## src/rtl/gsmt_pkg.sv

```systemverilog
// ----------------------------------------------------------------------------
// gsmt_pkg: shared types and constants for group_sum_max_table
// Field widths, saturation limits and the command/status bundles that join
// the controller and the datapath.
// ----------------------------------------------------------------------------
package gsmt_pkg;

   // default table depth
   localparam int TABLE_ENTRIES_DEF = 64;

   // field widths
   localparam int KEY_W = 32;
   localparam int AMT_W = 32;
   localparam int TOT_W = 48;

   // saturation limits of a running total
   localparam logic signed [TOT_W-1:0] TOT_MAX = {1'b0, {(TOT_W-1){1'b1}}};
   localparam logic signed [TOT_W-1:0] TOT_MIN = {1'b1, {(TOT_W-1){1'b0}}};

   // controller to datapath commands
   typedef struct packed {
      logic start;      // capture the request fields, restart the scan
      logic issue;      // issue the next table read while entries remain
      logic update;     // write back the saturated sum of the matched entry
      logic insert;     // append a new entry or flag overflow
      logic scan_clear; // restart the scan pointer and the max tracker
      logic max_acc;    // fold the returned entry into the running maximum
      logic deliver;    // load the result register and clear the table
   } cmd_type;

   // datapath to controller status
   typedef struct packed {
      logic found;      // returned entry matches the captured key
      logic scan_done;  // all entries read and no read in flight
      logic rsp_busy;   // result register still holds an untaken result
      logic last;       // captured record closes the batch
   } status_type;

endpackage

```

## src/rtl/gsmt_ctrl.sv

```systemverilog
// ----------------------------------------------------------------------------
// gsmt_ctrl: sequencing state machine
// Steps each record through the key search, the update or insert, and on
// the last record of a batch through the maximum scan and the result load.
// ----------------------------------------------------------------------------
module gsmt_ctrl (
   input  logic                clock,
   input  logic                reset,
   input  logic                req_valid,
   output logic                req_ready,
   input  gsmt_pkg::status_type status,
   output gsmt_pkg::cmd_type    cmd
);
   import gsmt_pkg::*;

   typedef enum logic [3:0] {
      ST_IDLE    = 4'b0001,
      ST_SEARCH  = 4'b0010,
      ST_MAX     = 4'b0100,
      ST_DELIVER = 4'b1000
   } state_type;

   state_type state_ff, state_in;

   // next state and command decode
   always_comb begin
      state_in  = state_ff;
      cmd       = '0;
      req_ready = 1'b0;
      case (state_ff)
         ST_IDLE: begin
            req_ready = 1'b1;
            if (req_valid) begin
               cmd.start = 1'b1;
               state_in  = ST_SEARCH;
            end
         end
         ST_SEARCH: begin
            cmd.issue = 1'b1;
            if (status.found || status.scan_done) begin
               cmd.update     = status.found;
               cmd.insert     = !status.found;
               cmd.scan_clear = 1'b1;
               state_in       = status.last ? ST_MAX : ST_IDLE;
            end
         end
         ST_MAX: begin
            cmd.issue   = 1'b1;
            cmd.max_acc = 1'b1;
            if (status.scan_done) begin
               state_in = ST_DELIVER;
            end
         end
         ST_DELIVER: begin
            if (!status.rsp_busy) begin
               cmd.deliver = 1'b1;
               state_in    = ST_IDLE;
            end
         end
         default: begin
            state_in = ST_IDLE;
         end
      endcase
   end

   // state register
   always_ff @(posedge clock) begin
      if (reset) begin
         state_ff <= ST_IDLE;
      end else begin
         state_ff <= state_in;
      end
   end

endmodule

```

## config.mk

```make
export PLATFORM = sky130hd
export DESIGN_NAME = gsmt_ctrl
export DESIGN_NICKNAME = d
export VERILOG_FILES = /design/src/rtl/gsmt_pkg.sv /design/src/rtl/gsmt_ctrl.sv
export SDC_FILE = /design/constraint.sdc
export NUM_CORES = 1
export LEC_CHECK = 0
export BUFFER_PORTS_ARGS = -buffer_cell sky130_fd_sc_hd__buf_2
export CAP_MARGIN = 0
export CORE_AREA = 3 3 40 42
export CTS_CLUSTER_DIAMETER = 50
export CTS_CLUSTER_SIZE = 8
export DETAILED_ROUTE_END_ITERATION = 8
export DIE_AREA = 0 0 43 45
export GPL_TIMING_DRIVEN = 0
export PLACE_DENSITY = 0.57
export SLEW_MARGIN = 20
export SYNTH_ARGS = -nofsm -noshare
export SYNTH_HDL_FRONTEND = slang
export SYNTH_SLANG_ARGS = --single-unit
```

## constraint.sdc

```tcl
create_clock -name clock -period 1.75 [get_ports clock]
set_input_delay 0.35 -clock clock [delete_from_list [all_inputs] [get_ports clock]]
set_output_delay 0.35 -clock clock [all_outputs]
set_load 0.01 [all_outputs]
```

Word level (Yosys, flattened, before mapping)
Index checks and enable logic that the tools add are counted.

Mux-type cells: 15. Equal/unequal tests: 8. Reductions and logical operators: 4.

Operator list (number): $mux 4 (4); $pmux 4 s4 (1); $mux 3 (3); $ne 2x2->1 const B (4); $mux 1 (7); $eq 4x1->1 const B (1); $eq 4x2->1 const B (1); $eq 4x3->1 const B (1); $eq 4x4->1 const B (1); $reduce_and 4->1 (1); $reduce_or 2->1 (1); $logic_not 1->1 (1); $logic_or 1x1->1 (1).

Input port bits: 7. Output and inout bits: 8. Logic and storage cells: 28. Register bits: 4.

Depth between registers and ports, before layout
Depth after elaboration: 3. Gate-level depth with buffers: 5. Gate-level depth less buffers: 4.

Least setup slack after synthesis
Ideal clock, no wire load.

Path type: reg-to-output. From: reg state_ff[2]. To: out cmd[3] (netlist bit). Data required time: 1.400 ns. Path buffers: 1. Cell stages (with the launch flop): 5. Slack: 0.124 ns. Arrival time: 1.276 ns. Cells stage by stage: dfxtp_1 buf_4 nor4b_1 inv_1 nor3b_1.

RTL lines: start, declared (RTL line gsmt_ctrl.sv:23) `state_type state_ff, state_in;`; start signal, assigned (RTL line gsmt_ctrl.sv:71) `state_ff <= state_in;`; end, declared (RTL line gsmt_ctrl.sv:12) `output gsmt_pkg::cmd_type cmd`.

==> results.cfg <==
[power_and_ir_drop]
fin_total_pwr_mw = 0.304
clockPowerShare = 0.376
sequentialPowerShare = 0.348
switchingPower_mw = 0.0869
power_density_nw_per_um2 = 569
pwr-share-comb = 0.276
ir_drop_uv = 161
swShare = 0.286
internal-power_mw = 0.217
cellLeakagePower_nw = 0.273

[synthesis]
synth-edff-count = 0
synth_nets = 53
syn_area_per_cell_sq_um = 7.59
yosysMostFrequentCell = nor2_1
synth_commonest_cells = nor2_1, dfxtp_1, inv_1
ys_ff_latch = 4
ys_seq_area_frac = 0.229
synth.top_cells.by_area = dfxtp_1, nor2_1, buf_4, inv_1, nor3b_1
async_reset_ff_frac = 0
synth_area_sq_um = 349
synth_largest_area_cell = dfxtp_1
synthDistinctLibCells = 26
yosysTopAreaCellShare = 0.229
yosysWarnings = 0
ys.flop_type = dfxtp_1
synthCells = 46

[grt]
antenna_found_initial = 0
grt_pass1_vias = 331
grt_first_pass_wirelength_mm = 1.50
grt_max_degree = 11
grt.overflow.total = 0
gr-usage-all-layers = 0.106

[timing]
period_share = 1.01
rsz0062_at_grt = true
clock_skew_ns = 0.00284
drv_slew = 0
fmax_mhz = 567
slew_headroom = 0.777
timing.final.ws_setup_ns = -0.0152
tightest_slew_ns = 0.330
min_period_ns = 1.77
setup-tns-final_ns = -0.0152
setup_viol = 1
hold_viol_final = 0

[clock_tree]
numClockSinks = 4
tritoncts = built
clk_path_buf_depth = 2
insertion_delay_ns = 0.23
numCtsBuffers = 3
cts_hold_buf = 0
h-tree-depth = 1
clock-root-buffer = clkbuf_4
path_clk_slew_ns = 0.04

[final_layout]
reg_top3 = state_ff: 4 flops
regMostFlops = state_ff
num_antenna_cells = 0
layout-drive-gt1-share = 0.500
nets = 77
area_growth_syn_to_layout_pct = 52.7
design_area_sq_um = 533
post-route-util = 0.415
largest_reg_flops = 4

[status]
status = finished, violations left
violations = negative setup slack

[die]
io_pins = 15
core_sq_um = 1280
die_area_sq_um = 1940
start_util = 0.272
dieWidth_um = 43
fp.dieH_um = 45
num_rows = 13

[setup_path]
cp-end-kind = output pin
critPathKind = reg2out
critPathArrivalTime_ns = 1.42
required_ns = 1.40
cp_max_fo = 7
r2r_cells = 6
crit_path_start_kind = register

[placement]
globalplace.congestion = 0.697
port_buffers = 14
place_area_sq_um = 438
hpwl_um = 621

[detailed_routing]
drt_iter0_markers = 18
detail_route.wl_per_cell_um = 11.4
vias = 405
detail-route-antenna-nets = 0
dr.pass1.iters = 4
drc = 0
viasPerCell = 4.88
drt-total-wl_um = 945

[min_path]
hold_path_class = in2reg
hold_depth = 2

[flow_run]
cap_violations = 0
==> per-stage QoR <==
step	setup WS [ns]	hold WS, ns	instances
after floorplan	0.124	0.422	46
after global placement	0.00180	0.594	75
after detailed placement	-0.00613	0.601	75
after CTS	0.0117	0.351	79
after global routing	-0.0393	0.382	83
final	-0.0152	0.357	83
==> power groups by stage <==
stage	Clock [mW]	Sequential, mW	Combinational, mW
final	0.114	0.106	0.0839
after global routing	0.130	0.106	0.0947
after CTS	0.120	0.105	0.0804
after detailed placement	0	0.104	0.0764
after global placement	0	0.104	0.0757
after floorplan	0	0.103	0.0511
==> repair_timing <==
action                                  4_1_cts  5_1_grt
setup buffers                                 1        4
pin swaps                                     1        2
resized for setup                             4        5
endpoints found under the setup margin        4        3
==> area by class of cell <==
| type | instances | area [sq um] |
|---|---|---|
| buffer | 3 | 30.0 |
| sequential | 4 | 82.6 |
| timing repair buffer | 19 | 114 |
| tap | 15 | 18.8 |
| multi-input combinational | 35 | 250 |
| clock buffer | 3 | 22.5 |
| fill | 139 | 752 |
| inverter | 4 | 15.0 |
==> path summary, 6_finish.rpt <==
path	from	to	slack, ns
min	reset	state_ff[1]$_SDFFE_PP0P_	0.36
max reg2reg	state_ff[3]$_SDFFE_PP0P_	state_ff[3]$_SDFFE_PP0P_	0.19
min reg2reg	state_ff[2]$_SDFFE_PP0P_	state_ff[2]$_SDFFE_PP0P_	0.71
max	state_ff[3]$_SDFFE_PP0P_	cmd[4]	-0.02
==> placed cells by master (no fill, tap or decap), types with 2 or more instances in the layout <==
cell | Yosys | routed
a21oi_1 | 2 | 2
buf_2 | 0 | 13
buf_4 | 2 | 6
buf_6 | 1 | 3
clkbuf_4 | 0 | 3
dfxtp_1 | 4 | 2
dfxtp_2 | 0 | 2
inv_1 | 4 | 3
nand3_1 | 2 | 2
nor2_1 | 8 | 8
nor2b_1 | 2 | 2
nor3b_2 | 1 | 2
o21ai_0 | 2 | 2
==> cell families after synthesis <==
logic type,synth area share
simple gates,0.470
compound gates,0.125
buf+inv,0.118
flops,0.229
xor+xnor,0.0251
mux,0.0323
==> critical path, stage by stage, from the launching register on <==
cell and delay [ns]:
dfxtp_2 0.31, buf_6 0.13, nor4b_4 0.35, buf_4 0.18
and2_4 0.13, buf_6 0.09
==> per-layer routing <==
metal  global-route usage  vias to the layer above  share of wire
li1                     -                      201              -
met4               0.0361                        0              0
met3               0.0478                        0          0.078
met5                    0                        -              0
met2                0.156                       19           0.45
met1                0.137                      185           0.48
(Power assumes the default switching activity.)
